## config.mk

```make
export PLATFORM = sky130hd
export DESIGN_NAME = one_wire_temp_sensor_master_unit_flat
export DESIGN_NICKNAME = d
export VERILOG_FILES = /design/src/sv/owts_pkg.sv /design/src/sv/owts_if.sv /design/src/sv/owts_cfg.sv /design/src/sv/owts_core.sv /design/src/sv/one_wire_temp_sensor_master_unit.sv /design/src/flat_wrapper.sv
export VERILOG_INCLUDE_DIRS = /design/src /design/src/sv
export SDC_FILE = /design/constraint.sdc
export NUM_CORES = 1
export LEC_CHECK = 0
export ABC_CLOCK_PERIOD_IN_PS = 7500
export BUFFER_PORTS_ARGS = -buffer_cell sky130_fd_sc_hd__clkbuf_2
export CAP_MARGIN = 40
export CORE_MARGIN = 1.5
export CORE_UTILIZATION = 35
export DETAILED_ROUTE_END_ITERATION = 8
export GPL_ROUTABILITY_DRIVEN = 0
export PLACE_DENSITY = 0.56
export SYNTH_ARGS = -nofsm -noshare
export SYNTH_HDL_FRONTEND = slang
export SYNTH_SLANG_ARGS = --single-unit
```

## constraint.sdc

```tcl
create_clock -name clk -period 7.5 [get_ports clk]
set_input_delay 1.5 -clock clk [delete_from_list [all_inputs] [get_ports clk]]
set_output_delay 1.5 -clock clk [all_outputs]
set_load 0.005 [all_outputs]
```

## src/sv/one_wire_temp_sensor_master_unit_macros.svh

```systemverilog
// ----------------------------------------------------------------------------
// One-wire master assertion macros
// Immediate-implication and next-cycle-implication property shorthands.
// ----------------------------------------------------------------------------
`ifndef ONE_WIRE_TEMP_SENSOR_MASTER_UNIT_MACROS_SVH
`define ONE_WIRE_TEMP_SENSOR_MASTER_UNIT_MACROS_SVH

// Check cons in the same cycle as ante, outside reset.
`define OWTS_ASSERT_NOW(lbl, ck, rn, ante, cons, msg) \
  lbl: assert property (@(posedge ck) disable iff (!rn) (ante) |-> (cons)) \
    else $error(msg);

// Check cons in the cycle after ante, outside reset.
`define OWTS_ASSERT_NEXT(lbl, ck, rn, ante, cons, msg) \
  lbl: assert property (@(posedge ck) disable iff (!rn) (ante) |=> (cons)) \
    else $error(msg);

`endif

```

## src/sv/owts_pkg.sv

```systemverilog
// ----------------------------------------------------------------------------
// One-wire master package
// Bus phases, command and sequence codes, register map and shared types.
// ----------------------------------------------------------------------------
`default_nettype none

package owts_pkg;

  // Input command codes
  localparam logic [2:0] OP_TICK  = 3'd0;
  localparam logic [2:0] OP_RESET = 3'd1;
  localparam logic [2:0] OP_WRITE = 3'd2;
  localparam logic [2:0] OP_READ  = 3'd3;
  localparam logic [2:0] OP_TEMP  = 3'd4;

  // Bus command bytes
  localparam logic [7:0] CMD_SKIP_ROM = 8'hcc;
  localparam logic [7:0] CMD_CONVERT  = 8'h44;
  localparam logic [7:0] CMD_READ_SP  = 8'hbe;

  // Temperature sequence steps
  localparam logic [3:0] STEP_RST_A     = 4'd0;
  localparam logic [3:0] STEP_SKIP_A    = 4'd1;
  localparam logic [3:0] STEP_CONVERT   = 4'd2;
  localparam logic [3:0] STEP_CONV_WAIT = 4'd3;
  localparam logic [3:0] STEP_RST_B     = 4'd4;
  localparam logic [3:0] STEP_SKIP_B    = 4'd5;
  localparam logic [3:0] STEP_READ_SP   = 4'd6;
  localparam logic [3:0] STEP_READ_LO   = 4'd7;
  localparam logic [3:0] STEP_READ_HI   = 4'd8;
  localparam logic [3:0] SEQ_STANDALONE = 4'd15;

  // Fixed release time after the reset pulse
  localparam logic [19:0] RELEASE_US = 20'd15;

  // Register map
  localparam int unsigned ADDR_W = 5;
  localparam logic [2:0] REG_RESET_LOW    = 3'd0;
  localparam logic [2:0] REG_PRES_TIMEOUT = 3'd1;
  localparam logic [2:0] REG_AFTER_PRES   = 3'd2;
  localparam logic [2:0] REG_ONE_LOW      = 3'd3;
  localparam logic [2:0] REG_ZERO_LOW     = 3'd4;
  localparam logic [2:0] REG_READ_SAMPLE  = 3'd5;
  localparam logic [2:0] REG_SLOT         = 3'd6;
  localparam logic [2:0] REG_CONVERT_WAIT = 3'd7;

  typedef enum logic [8:0] {
    PH_IDLE      = 9'b000000001,
    PH_RST_LOW   = 9'b000000010,
    PH_RST_REL   = 9'b000000100,
    PH_PRES_WAIT = 9'b000001000,
    PH_PRES_LOW  = 9'b000010000,
    PH_AFTER     = 9'b000100000,
    PH_WSLOT     = 9'b001000000,
    PH_RSLOT     = 9'b010000000,
    PH_CONV      = 9'b100000000
  } owts_phase_t;

  typedef struct packed {
    logic [9:0]  reset_low;
    logic [7:0]  presence_timeout;
    logic [9:0]  after_presence;
    logic [5:0]  one_low;
    logic [6:0]  zero_low;
    logic [5:0]  read_sample;
    logic [6:0]  slot;
    logic [19:0] convert_wait;
  } owts_cfg_t;

  typedef struct packed {
    logic        drive_low;
    logic        busy_res;
    logic        done_res;
    logic        presence;
    logic [15:0] read_value;
  } owts_res_t;

  typedef struct packed {
    owts_phase_t phase;
    logic [7:0]  shift;
    logic [2:0]  bidx;
  } owts_launch_t;

  // Pick the phase and shifter load that open a temperature sequence step
  function automatic owts_launch_t owts_launch(input logic [3:0] step,
                                               input logic [7:0] shift,
                                               input logic [2:0] bidx);
    owts_launch_t l;
    l.phase = PH_RSLOT;
    l.shift = 8'h00;
    l.bidx  = 3'd0;
    case (step)
      STEP_RST_A, STEP_RST_B: begin
        l.phase = PH_RST_LOW;
        l.shift = shift;
        l.bidx  = bidx;
      end
      STEP_SKIP_A, STEP_SKIP_B: begin
        l.phase = PH_WSLOT;
        l.shift = CMD_SKIP_ROM;
      end
      STEP_CONVERT: begin
        l.phase = PH_WSLOT;
        l.shift = CMD_CONVERT;
      end
      STEP_CONV_WAIT: begin
        l.phase = PH_CONV;
        l.shift = shift;
        l.bidx  = bidx;
      end
      STEP_READ_SP: begin
        l.phase = PH_WSLOT;
        l.shift = CMD_READ_SP;
      end
      default: begin
        l.phase = PH_RSLOT;
      end
    endcase
    return l;
  endfunction

endpackage

`default_nettype wire

```

## src/sv/owts_if.sv

```systemverilog
// ----------------------------------------------------------------------------
// One-wire master channels
// Valid/ready word channels for tick commands and bus results.
// ----------------------------------------------------------------------------
`default_nettype none

interface owts_in_if;
  logic       valid;
  logic       ready;
  logic [2:0] op;
  logic [7:0] data_byte;
  logic       line_level;

  modport source (output valid, output op, output data_byte, output line_level,
                  input ready);
  modport sink (input valid, input op, input data_byte, input line_level,
                output ready);
endinterface

interface owts_out_if;
  logic        valid;
  logic        ready;
  logic        drive_low;
  logic        busy_res;
  logic        done_res;
  logic        presence;
  logic [15:0] read_value;

  modport source (output valid, output drive_low, output busy_res,
                  output done_res, output presence, output read_value,
                  input ready);
  modport sink (input valid, input drive_low, input busy_res, input done_res,
                input presence, input read_value, output ready);
endinterface

`default_nettype wire

```

## src/sv/owts_cfg.sv

```systemverilog
// ----------------------------------------------------------------------------
// One-wire master register file
// APB-style timing registers with reset defaults and read-back.
// ----------------------------------------------------------------------------
`default_nettype none

module owts_cfg
  import owts_pkg::*;
(
  input  wire logic              clk,
  input  wire logic              rst_n,
  input  wire logic              psel,
  input  wire logic              penable,
  input  wire logic              pwrite,
  input  wire logic [ADDR_W-1:0] paddr,
  input  wire logic [31:0]       pwdata,
  output logic      [31:0]       prdata,
  output logic                   pready,
  output owts_cfg_t              cfg
);

  owts_cfg_t  cfg_r;
  owts_cfg_t  cfg_nxt;
  logic [2:0] idx;
  logic       wr_en;

  assign idx    = paddr[ADDR_W-1:2];
  assign wr_en  = psel && penable && pwrite;
  assign pready = 1'b1;
  assign cfg    = cfg_r;

  // Update the addressed register on a write access
  always_comb begin
    cfg_nxt = cfg_r;
    if (wr_en) begin
      case (idx)
        REG_RESET_LOW:    cfg_nxt.reset_low        = pwdata[9:0];
        REG_PRES_TIMEOUT: cfg_nxt.presence_timeout = pwdata[7:0];
        REG_AFTER_PRES:   cfg_nxt.after_presence   = pwdata[9:0];
        REG_ONE_LOW:      cfg_nxt.one_low          = pwdata[5:0];
        REG_ZERO_LOW:     cfg_nxt.zero_low         = pwdata[6:0];
        REG_READ_SAMPLE:  cfg_nxt.read_sample      = pwdata[5:0];
        REG_SLOT:         cfg_nxt.slot             = pwdata[6:0];
        REG_CONVERT_WAIT: cfg_nxt.convert_wait     = pwdata[19:0];
        default:          cfg_nxt = cfg_r;
      endcase
    end
  end

  always_ff @(posedge clk) begin
    if (!rst_n) begin
      cfg_r.reset_low        <= 10'd750;
      cfg_r.presence_timeout <= 8'd100;
      cfg_r.after_presence   <= 10'd240;
      cfg_r.one_low          <= 6'd8;
      cfg_r.zero_low         <= 7'd70;
      cfg_r.read_sample      <= 6'd5;
      cfg_r.slot             <= 7'd72;
      cfg_r.convert_wait     <= 20'd750000;
    end else begin
      cfg_r <= cfg_nxt;
    end
  end

  // Return the addressed register, zero extended
  always_comb begin
    case (idx)
      REG_RESET_LOW:    prdata = {22'd0, cfg_r.reset_low};
      REG_PRES_TIMEOUT: prdata = {24'd0, cfg_r.presence_timeout};
      REG_AFTER_PRES:   prdata = {22'd0, cfg_r.after_presence};
      REG_ONE_LOW:      prdata = {26'd0, cfg_r.one_low};
      REG_ZERO_LOW:     prdata = {25'd0, cfg_r.zero_low};
      REG_READ_SAMPLE:  prdata = {26'd0, cfg_r.read_sample};
      REG_SLOT:         prdata = {25'd0, cfg_r.slot};
      REG_CONVERT_WAIT: prdata = {12'd0, cfg_r.convert_wait};
      default:          prdata = 32'd0;
    endcase
  end

endmodule

`default_nettype wire

```

## src/sv/owts_core.sv

```systemverilog
// ----------------------------------------------------------------------------
// One-wire master bus engine
// Phase state, timers and shifter; one tick of bus timing per step.
// ----------------------------------------------------------------------------
`default_nettype none

module owts_core
  import owts_pkg::*;
#(
  parameter int TIMER_BITS = 20
) (
  input  wire logic       clk,
  input  wire logic       rst_n,
  input  wire logic       step,
  input  wire logic [2:0] op,
  input  wire logic [7:0] data_byte,
  input  wire logic       line_level,
  input  wire owts_cfg_t  cfg,
  output owts_res_t       res
);

  localparam int TW = TIMER_BITS;
  localparam int DW = TIMER_BITS + 21;
  localparam logic [TW-1:0] TMAX = {TW{1'b1}};

  owts_phase_t   phase_r, phase_nxt;
  logic [TW-1:0] tmr_r, tmr_nxt;
  logic [2:0]    bidx_r, bidx_nxt;
  logic [7:0]    sh_r, sh_nxt;
  logic [3:0]    seq_r, seq_nxt;
  logic [15:0]   val_r, val_nxt;
  logic          pres_r, pres_nxt;
  logic          drive_c, done_c;

  // Advance the timer, saturating at its top value
  function automatic logic [TW-1:0] tmr_inc(input logic [TW-1:0] t);
    return (t == TMAX) ? t : t + TW'(1);
  endfunction

  // Compare an advanced timer against a clipped duration of at least one
  function automatic logic tmr_hit(input logic [TW-1:0] t, input logic [19:0] d);
    logic [DW-1:0] lim;
    logic [DW-1:0] dw;
    lim = DW'(TMAX);
    dw  = DW'(d);
    if (dw > lim) dw = lim;
    if (dw == '0) dw = DW'(1);
    return DW'(t) >= dw;
  endfunction

  // Take up a command when idle, then run one tick of the bus phase
  always_comb begin
    owts_launch_t  l;
    logic [TW-1:0] ti;
    logic          finish;
    logic          rd;
    logic [6:0]    lo;
    logic [7:0]    t8;
    logic          slot_end;

    phase_nxt = phase_r;
    tmr_nxt   = tmr_r;
    bidx_nxt  = bidx_r;
    sh_nxt    = sh_r;
    seq_nxt   = seq_r;
    val_nxt   = val_r;
    pres_nxt  = pres_r;
    drive_c   = 1'b0;
    done_c    = 1'b0;
    finish    = 1'b0;
    l         = '{phase: PH_IDLE, shift: 8'h00, bidx: 3'd0};
    rd        = 1'b0;
    lo        = 7'd0;
    t8        = 8'd0;
    slot_end  = 1'b0;

    if (phase_r == PH_IDLE) begin
      case (op)
        OP_RESET: begin
          seq_nxt   = SEQ_STANDALONE;
          phase_nxt = PH_RST_LOW;
          tmr_nxt   = '0;
        end
        OP_WRITE: begin
          seq_nxt   = SEQ_STANDALONE;
          phase_nxt = PH_WSLOT;
          sh_nxt    = data_byte;
          bidx_nxt  = 3'd0;
          tmr_nxt   = '0;
        end
        OP_READ: begin
          seq_nxt   = SEQ_STANDALONE;
          phase_nxt = PH_RSLOT;
          sh_nxt    = 8'h00;
          bidx_nxt  = 3'd0;
          tmr_nxt   = '0;
        end
        OP_TEMP: begin
          seq_nxt   = STEP_RST_A;
          phase_nxt = PH_RST_LOW;
          tmr_nxt   = '0;
        end
        default: begin
          phase_nxt = phase_r;
        end
      endcase
    end

    ti = tmr_inc(tmr_nxt);

    case (phase_nxt)
      PH_IDLE: begin
        drive_c = 1'b0;
      end
      PH_RST_LOW: begin
        drive_c = 1'b1;
        tmr_nxt = ti;
        if (tmr_hit(ti, 20'(cfg.reset_low))) begin
          phase_nxt = PH_RST_REL;
          tmr_nxt   = '0;
        end
      end
      PH_RST_REL: begin
        tmr_nxt = ti;
        if (tmr_hit(ti, RELEASE_US)) begin
          phase_nxt = PH_PRES_WAIT;
          tmr_nxt   = '0;
        end
      end
      PH_PRES_WAIT: begin
        if (!line_level) begin
          pres_nxt  = 1'b1;
          phase_nxt = PH_PRES_LOW;
          tmr_nxt   = '0;
        end else begin
          tmr_nxt = ti;
          if (tmr_hit(ti, 20'(cfg.presence_timeout))) begin
            pres_nxt  = 1'b0;
            phase_nxt = PH_AFTER;
            tmr_nxt   = '0;
          end
        end
      end
      PH_PRES_LOW: begin
        tmr_nxt = ti;
        if (line_level || tmr_hit(ti, 20'(cfg.presence_timeout))) begin
          phase_nxt = PH_AFTER;
          tmr_nxt   = '0;
        end
      end
      PH_AFTER: begin
        tmr_nxt = ti;
        finish  = tmr_hit(ti, 20'(cfg.after_presence));
      end
      PH_CONV: begin
        tmr_nxt = ti;
        finish  = tmr_hit(ti, cfg.convert_wait);
      end
      PH_WSLOT, PH_RSLOT: begin
        rd = (phase_nxt == PH_RSLOT);
        t8 = tmr_nxt[7:0];
        if (rd) lo = {1'b0, cfg.read_sample};
        else if (sh_nxt[0]) lo = {1'b0, cfg.one_low};
        else lo = cfg.zero_low;
        drive_c = (t8 < {1'b0, lo});
        // Sample on the first released tick of a read slot
        if (rd && (t8 == {1'b0, lo})) sh_nxt = {line_level, sh_nxt[7:1]};
        slot_end = ((9'(t8) + 9'd1) >= 9'(cfg.slot)) && (t8 >= {1'b0, lo});
        tmr_nxt  = tmr_nxt + TW'(1);
        if (slot_end) begin
          tmr_nxt = '0;
          if (!rd) sh_nxt = {1'b0, sh_nxt[7:1]};
          if (bidx_nxt < 3'd7) begin
            bidx_nxt = bidx_nxt + 3'd1;
          end else begin
            bidx_nxt = 3'd0;
            if (rd) begin
              if (seq_nxt == STEP_READ_HI) val_nxt = {sh_nxt, val_nxt[7:0]};
              else val_nxt = {8'h00, sh_nxt};
            end
            finish = 1'b1;
          end
        end
      end
      default: begin
        phase_nxt = PH_IDLE;
        tmr_nxt   = '0;
      end
    endcase

    // Close the command or open the next sequence step
    if (finish) begin
      if ((seq_nxt == SEQ_STANDALONE) || (seq_nxt >= STEP_READ_HI)) begin
        phase_nxt = PH_IDLE;
        tmr_nxt   = '0;
        done_c    = 1'b1;
      end else begin
        seq_nxt   = seq_nxt + 4'd1;
        l         = owts_launch(seq_nxt, sh_nxt, bidx_nxt);
        phase_nxt = l.phase;
        sh_nxt    = l.shift;
        bidx_nxt  = l.bidx;
        tmr_nxt   = '0;
      end
    end
  end

  always_ff @(posedge clk) begin
    if (!rst_n) begin
      phase_r <= PH_IDLE;
      tmr_r   <= '0;
      bidx_r  <= 3'd0;
      sh_r    <= 8'h00;
      seq_r   <= 4'd0;
      val_r   <= 16'h0000;
      pres_r  <= 1'b0;
    end else if (step) begin
      phase_r <= phase_nxt;
      tmr_r   <= tmr_nxt;
      bidx_r  <= bidx_nxt;
      sh_r    <= sh_nxt;
      seq_r   <= seq_nxt;
      val_r   <= val_nxt;
      pres_r  <= pres_nxt;
    end
  end

  assign res.drive_low  = drive_c;
  assign res.busy_res   = (phase_nxt != PH_IDLE);
  assign res.done_res   = done_c;
  assign res.presence   = pres_nxt;
  assign res.read_value = val_nxt;

endmodule

`default_nettype wire

```

## src/sv/one_wire_temp_sensor_master_unit.sv

```systemverilog
// ----------------------------------------------------------------------------
// One-wire temperature sensor bus master
// Tick-driven one-wire master: reset/presence, byte write and read, and a
// full temperature read sequence, with APB-style timing registers.
// ----------------------------------------------------------------------------
//
//  channel | dir | handshake        | word
//  --------+-----+------------------+------------------------------------------
//  in_if   | in  | valid/ready      | op, data_byte, line_level (one tick)
//  out_if  | out | valid/ready      | drive_low, busy_res, done_res, presence,
//          |     |                  | read_value (one per tick)
//  apb     | in  | psel/penable     | timing registers at 4*index
//
//  One word per clock sustained while out_if.ready stays high; an accepted
//  word passes through the input register, then the single-pass bus engine
//  into the result register, whose load raises out_if.valid.
//  rst_n is synchronous: it clears the bus phase, flags, valid bits and
//  loads the register defaults. No clearing pass follows reset.
//  A stalled result holds in the output register; one more word waits in
//  the input register, after which in_if.ready drops.
//
`default_nettype none

`include "one_wire_temp_sensor_master_unit_macros.svh"

module one_wire_temp_sensor_master_unit
  import owts_pkg::*;
#(
  parameter int TIMER_BITS = 20
) (
  input  wire logic              clk,
  input  wire logic              rst_n,
  owts_in_if.sink                in_if,
  owts_out_if.source             out_if,
  input  wire logic              psel,
  input  wire logic              penable,
  input  wire logic              pwrite,
  input  wire logic [ADDR_W-1:0] paddr,
  input  wire logic [31:0]       pwdata,
  output logic      [31:0]       prdata,
  output logic                   pready
);

  owts_cfg_t  cfg;
  owts_res_t  res_c;

  logic       in_v_r, in_v_nxt;
  logic [2:0] in_op_r;
  logic [7:0] in_data_r;
  logic       in_line_r;
  logic       out_v_r, out_v_nxt;
  owts_res_t  out_res_r;
  logic       adv;
  logic       in_take;

  owts_cfg u_cfg (
    .clk     (clk),
    .rst_n   (rst_n),
    .psel    (psel),
    .penable (penable),
    .pwrite  (pwrite),
    .paddr   (paddr),
    .pwdata  (pwdata),
    .prdata  (prdata),
    .pready  (pready),
    .cfg     (cfg)
  );

  owts_core #(
    .TIMER_BITS (TIMER_BITS)
  ) u_core (
    .clk        (clk),
    .rst_n      (rst_n),
    .step       (adv),
    .op         (in_op_r),
    .data_byte  (in_data_r),
    .line_level (in_line_r),
    .cfg        (cfg),
    .res        (res_c)
  );

  // Move a held word into the engine when the result register frees up
  assign adv         = in_v_r && (!out_v_r || out_if.ready);
  assign in_if.ready = !in_v_r || adv;
  assign in_take     = in_if.valid && in_if.ready;

  always_comb begin
    in_v_nxt = in_v_r;
    if (in_take) in_v_nxt = 1'b1;
    else if (adv) in_v_nxt = 1'b0;
    out_v_nxt = out_v_r;
    if (adv) out_v_nxt = 1'b1;
    else if (out_if.ready) out_v_nxt = 1'b0;
  end

  always_ff @(posedge clk) begin
    if (!rst_n) begin
      in_v_r  <= 1'b0;
      out_v_r <= 1'b0;
    end else begin
      in_v_r  <= in_v_nxt;
      out_v_r <= out_v_nxt;
    end
  end

  // Hold the input word and the result word
  always_ff @(posedge clk) begin
    if (in_take) begin
      in_op_r   <= in_if.op;
      in_data_r <= in_if.data_byte;
      in_line_r <= in_if.line_level;
    end
    if (adv) out_res_r <= res_c;
  end

  assign out_if.valid      = out_v_r;
  assign out_if.drive_low  = out_res_r.drive_low;
  assign out_if.busy_res   = out_res_r.busy_res;
  assign out_if.done_res   = out_res_r.done_res;
  assign out_if.presence   = out_res_r.presence;
  assign out_if.read_value = out_res_r.read_value;

  `OWTS_ASSERT_NOW(a_ready_low, clk, rst_n, !in_if.ready, in_v_r && out_v_r && !out_if.ready, "input stalled without full pipe")
  `OWTS_ASSERT_NEXT(a_adv_fill, clk, rst_n, adv, out_v_r, "advanced word produced no result")
  `OWTS_ASSERT_NOW(a_done_idle, clk, rst_n, out_v_r && out_if.done_res, !out_if.busy_res, "done reported while busy")
  `OWTS_ASSERT_NOW(a_drive_busy, clk, rst_n, out_v_r && out_if.drive_low, out_if.busy_res, "bus driven low while idle")

endmodule

`default_nettype wire
```

## src/flat_wrapper.sv

```systemverilog
// flat-port wrapper written by rule: the top's interface ports become plain ports
module one_wire_temp_sensor_master_unit_flat import owts_pkg::*;
#(
  parameter int TIMER_BITS = 20
)
  (clk, rst_n, psel, penable, pwrite, paddr, pwdata, prdata, pready, in_if_valid, in_if_op, in_if_data_byte, in_if_line_level, in_if_ready, out_if_valid, out_if_drive_low, out_if_busy_res, out_if_done_res, out_if_presence, out_if_read_value, out_if_ready);
  owts_in_if in_if_i ();
  owts_out_if out_if_i ();
  input  wire logic clk;
  input  wire logic rst_n;
  input  wire logic psel;
  input  wire logic penable;
  input  wire logic pwrite;
  input  wire logic [ADDR_W-1:0] paddr;
  input  wire logic [31:0] pwdata;
  output logic      [31:0] prdata;
  output logic pready;
  input wire logic [$bits(in_if_i.valid)-1:0] in_if_valid;
  input wire logic [$bits(in_if_i.op)-1:0] in_if_op;
  input wire logic [$bits(in_if_i.data_byte)-1:0] in_if_data_byte;
  input wire logic [$bits(in_if_i.line_level)-1:0] in_if_line_level;
  output wire logic [$bits(in_if_i.ready)-1:0] in_if_ready;
  output wire logic [$bits(out_if_i.valid)-1:0] out_if_valid;
  output wire logic [$bits(out_if_i.drive_low)-1:0] out_if_drive_low;
  output wire logic [$bits(out_if_i.busy_res)-1:0] out_if_busy_res;
  output wire logic [$bits(out_if_i.done_res)-1:0] out_if_done_res;
  output wire logic [$bits(out_if_i.presence)-1:0] out_if_presence;
  output wire logic [$bits(out_if_i.read_value)-1:0] out_if_read_value;
  input wire logic [$bits(out_if_i.ready)-1:0] out_if_ready;
  assign in_if_i.valid = in_if_valid;
  assign in_if_i.op = in_if_op;
  assign in_if_i.data_byte = in_if_data_byte;
  assign in_if_i.line_level = in_if_line_level;
  assign in_if_ready = in_if_i.ready;
  assign out_if_valid = out_if_i.valid;
  assign out_if_drive_low = out_if_i.drive_low;
  assign out_if_busy_res = out_if_i.busy_res;
  assign out_if_done_res = out_if_i.done_res;
  assign out_if_presence = out_if_i.presence;
  assign out_if_read_value = out_if_i.read_value;
  assign out_if_i.ready = out_if_ready;
  one_wire_temp_sensor_master_unit #(.TIMER_BITS(TIMER_BITS)) u_core (.clk(clk), .rst_n(rst_n), .in_if(in_if_i), .out_if(out_if_i), .psel(psel), .penable(penable), .pwrite(pwrite), .paddr(paddr), .pwdata(pwdata), .prdata(prdata), .pready(pready));
endmodule
```

; Word-level counts from Yosys, hierarchy flattened
; Cells that the tools add are included.
[op_classes]
div_mod_pow = 0
add_sub_neg = 4
order_cmp = 11
shift = 0
reduce_logical = 39
n_mul = 0
eq_ne = 32
mux = 74
bitwise = 0
[ops]
columns = op, n
row1 = case mux 32 bit (8 select lines), 1
row2 = 2-to-1 mux 41 bit, 6
row3 = 2-to-1 mux 20 bit, 11
row4 = greater-or-equal comparator 20 x 41 -> 1 bit, 5
row5 = case mux 20 bit (7 select lines), 1
row6 = 2-to-1 mux 16 bit, 5
row7 = 2-to-1 mux 9 bit, 8
row8 = 2-to-1 mux 8 bit, 8
row9 = case mux 9 bit (3 select lines), 2
row10 = case mux 9 bit (5 select lines), 1
row11 = case mux 8 bit (4 select lines), 1
row12 = 2-to-1 mux 3 bit, 8
row13 = 2-to-1 mux 7 bit, 3
row14 = "adder 20 x 1 -> 20 bit, second input constant", 1
row15 = "equality test 20 bit, second input constant", 1
row16 = "greater-or-equal comparator 20 x 4 -> 1 bit, second input constant", 1
row17 = zero test 10 bit, 2
row18 = zero test 20 bit, 1
row19 = 2-to-1 mux 10 bit, 2
row20 = "equality test 9 x 1 -> 1 bit, second input constant", 2
row21 = case mux 8 bit (2 select lines), 1
row22 = AND reduction 2 bit, 8
row23 = "equality test 3 bit, second input constant", 5
row24 = "equality test 3 x 2 -> 1 bit, second input constant", 4
row25 = 39 further kinds, 72
[word_totals]
latch_bits = 0
memories = 0
rom_bits = 0
in_bits = 56
ram_bits = 0
output_inout_bits = 55
reg_bits = 169

; Depth between registers and ports, before layout
[depth]
ltp_word = 16
ltp_mapped = 27
mapped_depth_nobuf = 22

; Cells and area by module
; From an unflattened synthesis, not the netlist that was laid out.
[unflattened]
hier_cells = 1399
hier_area_um2 = 11367.2
[modules_own_cells]
columns = mod, area_each_um2, cells_per_inst, n_inst
row1 = owts_core, 6713.9, 914, 1
row2 = owts_cfg, 3588.4, 444, 1
row3 = one_wire_temp_sensor_master_unit, 1064.8, 41, 1

; Worst setup path before layout
; No wires, ideal clock.
[synth_timing]
path_type = register to register
start = register u_core.u_core.phase_r[5]
end = register u_core.u_core.seq_r[0]
setup_ps = 119
arrival_ps = 5634
path_slack_ps = 1747
stages_incl_launch_ff = 26
required_ps = 7381
path_cell_list = dfxtp_1 -> clkbuf_1 -> nor4b_1 -> and3_1 -> clkbuf_1 -> nand2_1 -> clkbuf_1 -> nand2_1 -> inv_1 -> ha_1 -> nand3_1 -> nor4_1 -> nand2_1 -> a41o_1 -> o21ai_0 -> ha_1 -> nor2b_1 -> o211ai_1 -> a21oi_1 -> a311oi_1 -> o21ai_0 -> o31ai_4 -> a21oi_2 -> buf_4 -> o21a_1 -> o221a_2
[synth_between]
elab_chain_len = 10
elab_cells_between_ends = 34
classes_between = 3 x add/sub / 6 x order compare / 7 x eq/ne / 15 x mux / 3 x reduce/logical
[synth_lines]
columns = item, line_no
row1 = from (decl), owts_core.sv:26  ; owts_phase_t phase_r, phase_nxt;
row2 = from (signal assigned), owts_core.sv:218  ; phase_r <= phase_nxt;
row3 = "parallel branches: the longest is 9 deep, another holds greater-or-equal comparator 20 x 41 -> 1 bit", n/a
row4 = 2-to-1 mux 4 bit *, owts_core.sv:192  ; if (finish) begin
row5 = to (signal assigned), owts_core.sv:222  ; seq_r <= seq_nxt;
row6 = to (decl), owts_core.sv:30  ; logic [3:0] seq_r, seq_nxt;
; Mark *: on every way between the ends. The select of a mux whose other input is x is not followed.
; A chain may end at the register's enable or synchronous reset.

; Worst setup path in the final report
[layout_timing]
start = register u_core.in_op_r[0]
end = register u_core.u_core.bidx_r[2]
[layout_between]
elab_chain_len = 14
elab_cells_between_ends = 54
classes_between = 4 x add/sub / 6 x order compare / 12 x eq/ne / 23 x mux / 9 x reduce/logical
[layout_lines]
columns = item, line_no
row1 = from (decl), one_wire_temp_sensor_master_unit.sv:48  ; logic [2:0] in_op_r;
row2 = from (signal assigned), one_wire_temp_sensor_master_unit.sv:109  ; in_op_r <= in_if.op;
row3 = "parallel branches: the longest is 13 deep, another holds greater-or-equal comparator 20 x 41 -> 1 bit", n/a
row4 = 2-to-1 mux 3 bit *, owts_core.sv:192
row5 = to (signal assigned), owts_core.sv:220  ; bidx_r <= bidx_nxt;
row6 = to (decl), owts_core.sv:28  ; logic [2:0] bidx_r, bidx_nxt;
; Marks and branches as above.

==> reports/results.txt <==
synth unique cells = 88
number of global-route vias before repair = 9711
Final Hold Vio Count = 0
Period minus WS final = 6.49 ns
initial antenna violation count = 0
Die Footprint = 32800 µm²
CTS Hold Buffers Added = 0
vias = 10300
period utilisation layout = 0.866
Syn Inst Count = 1373
Hold Path Cell Cnt = 2
Max Fanout on Critical Path = 14
reg-to-reg slack, setup = 1.01 ns
CP top delay family = compound AO/OA/AOI/OAI gates
1st-iter DRT viols = 794
pre-CTS setup slack = 1.19 ns
grt ovf = 0
largest net degree at the start of global routing = 56
ANT cells = 0
ys async rst share = 0
TritonRoute pass-1 iters = 5
Post-synth EDFFs = 32
top_reg_cell synth = dfxtp_1
core area = 31400 µm²
total number of yosys warnings = 0
Rows = 65
overall routing resource usage = 0.211
mean instance size in the synthesized netlist = 8.08 µm²
buffer count from post-CTS setup fixing = 0
Max Fclk = 0.154 GHz
critical-path cell list = buf_4, nor2_1, xnor2_1, nand2_1, nand2_1, inv_1, ha_1, nand3_1, nor4_1, nand2_1, a41o_1, xor2_1, buf_4, ha_1, nor2b_1, o211ai_1, a21oi_1, a311oi_1, o21ai_0, o31ai_4, a211oi_2, a2111oi_0, a211o_1
R2R depth = 23
CTS Buf Count = 17
worst-skew pair later-pin latency = 0.45 ns
CP arrival = 6.87 ns
die width = 181 µm
Root Buffer = clkbuf_16
placed wire-length estimate = 25.2 mm
drt wl/cell = 18.9 µm
Routed Antenna Nets = 0
end of the worst register-to-register path = u_core.u_core.bidx_r[2]
CTS tree = built
DRC Markers = 0
layout cells sized above 1 = 0.131
skew final = 0.0112 ns
IO buf count = 83
htree depth = 4
final wirelength = 34.7 mm
number of max-cap violations = 0
static leakage = 5.21 nW
first-pass GRT wire length = 54.6 mm
Crit-path slowest cell = a2111oi_0
FF+latch count, synth = 169
# clock sinks = 169
Max stage delay on crit path = 0.54 ns
crit path kind = flop to flop
worst hold path type = flop to flop
crit path capture type = flop
CTS max path bufs = 2
Vias/cell = 5.63
Max VDD drop = 168 µV
status = finished clean
PD cells = 179 nW/µm²
die height = 181 µm
RSZ-0062 raised after global routing = false
Worst path most repeated cell = nand2_1
fillcell total = 3196
hold endpoint = u_core.u_cfg.cfg[68]
post-route setup TNS = 0 ns
fin util = 0.398
WP data required = 7.88 ns
Clock transition at path regs = 0.07 ns
Worst-Margin Slew = 0.933 ns
Setup-failing EPs final = 0
fin worst setup slack = 1.01 ns
Final Max Tran Viols = 0
Final nets = 1547
I/O Pins = 111
multi-input gate area in the final layout = 6690 µm²
CP startpoint kind = flop
Mapped Area = 11100 µm²
worst hold start = u_core.u_cfg.cfg[68]
Post-CTS Resized = 0
area grow syn2layout = 12.5%
Seq. cell area = 3700 µm²
Seq/Total Area, Yosys = 0.334
Rel. slew slack = 0.378
Starting Density = 0.353
Worst R2R Start = u_core.in_op_r[0]
Crit path buffers/inverters = 3
## how the worst max path moves through the flow
stage	slack, ns	start	depth (start not counted)	endpoint
CTS	1.13	u_core.in_op_r[0]	21	u_core.u_core.bidx_r[2]
detailed placement	1.19	u_core.in_op_r[0]	21	u_core.u_core.bidx_r[2]
finish	1.01	u_core.in_op_r[0]	23	u_core.u_core.bidx_r[2]
global placement	1.24	u_core.in_op_r[0]	21	u_core.u_core.seq_r[2]
global route	0.63	u_core.in_op_r[0]	21	u_core.u_core.seq_r[2]
floorplan	1.75	u_core.u_core.phase_r[5]	25	u_core.u_core.seq_r[0]
## where the power goes
| part | total, mW | switching (mW) | internal (mW) |
|---|---|---|---|
| Clock | 0.983 | 0.392 | 0.591 |
| Sequential | 0.968 | 0.0158 | 0.952 |
| Combinational | 0.282 | 0.188 | 0.0944 |
## state kept, by name, summed over array words and instances, names as in the netlist, 3 cells and up
name                      cells
u_core.out_if.read_value     16
u_core.u_core.bidx_r          3
u_core.in_data_r              8
u_core.u_core.tmr_r          20
u_core.u_core.phase_r         9
u_core.in_op_r                3
u_core.u_core.seq_r           4
u_core.u_core.val_r          16
u_core.u_core.sh_r            8
u_core.u_cfg.cfg             74
## cells in the mapped netlist (all sizes together), types with 19 or more instances
library cell | number | share of area
a21oi | 92 | 0.042
a31oi | 19 | 0.011
buf | 28 | 0.017
clkbuf | 66 | 0.022
dfxtp | 137 | 0.25
edfxtp | 32 | 0.087
ha | 69 | 0.078
inv | 80 | 0.027
mux2i | 54 | 0.049
nand2 | 181 | 0.061
nand2b | 23 | 0.013
nand3 | 38 | 0.017
nand4 | 22 | 0.014
nor2 | 124 | 0.042
nor3 | 25 | 0.011
o211ai | 40 | 0.027
o21ai | 77 | 0.035
## logic make-up after synthesis
logic type,count (synthesis),share of synthesized area
buf+inv,175,0.0669
compound gates,357,0.219
flops,169,0.334
mux,63,0.0589
xor+xnor,20,0.0170
simple gates,518,0.226
other cells,2,0.000677
fa+ha+maj,69,0.0778
## cells in the final DEF, fill, tap and decap left out, types with 7 or more instances in the layout
master     Yosys  layout
clkbuf_2       0      83
nand2_1      181     181
mux2i_1       54      54
buf_4         20      29
nand2b_1      23      23
xnor2_1       14      14
a31oi_1       19      19
clkbuf_16      0      17
o221ai_1       7       7
dfxtp_1      137     137
nand4_1       20      20
ha_1          69      69
conb_1         2      13
and3_1         9       9
nor3_1        25      25
edfxtp_1      32      32
o211a_1       10      10
mux2_2         8       8
nor2b_1       14      14
o21ai_0       72      72
a21oi_1       90      90
o211ai_1      40      40
a211oi_1      10      10
and2_1        13      13
a21o_1         8       8
inv_1         80      79
a22oi_1        8       8
nor4_1        10      10
nor3b_1       10      10
nor2_1       123     122
or2_2         11      11
nand3_1       38      38
## metrics by stage
step	area, µm²	power, mW	hold slack [ns]	instances
2_1_floorplan	11100	1.17	0.436	1384
3_3_place_gp	11800	1.26	0.444	1803
3_5_place_dp	11900	1.27	0.449	1805
4_1_cts	12500	2.25	0.458	1836
5_1_grt	12500	2.31	0.475	1836
6_report	12500	2.23	0.458	1836
## layer usage
metal | wire (µm) | up-vias | global-route usage
li1 | - | 5033 | -
met1 | 15800 | 4944 | 0.280
met2 | 16300 | 303 | 0.349
met3 | 1750 | 61 | 0.0300
met4 | 877 | 0 | 0.0730
met5 | 0 | - | 0
## area by class of cell
class	instances	area share
Tap cell	402	0.0403
Clock inverter	11	0.0157
Timing Repair Buffer	113	0.0519
Sequential cell	169	0.297
Multi-Input combinational cell	1040	0.536
Clock buffer	20	0.0350
Inverter	81	0.0244
## worst min-delay path: stages (launching register included)
cell	delay (ns)
dfxtp_1	0.31
nand2_1	0.05
a21oi_1	0.05
Note: power is estimated with default switching activity, not from simulation.
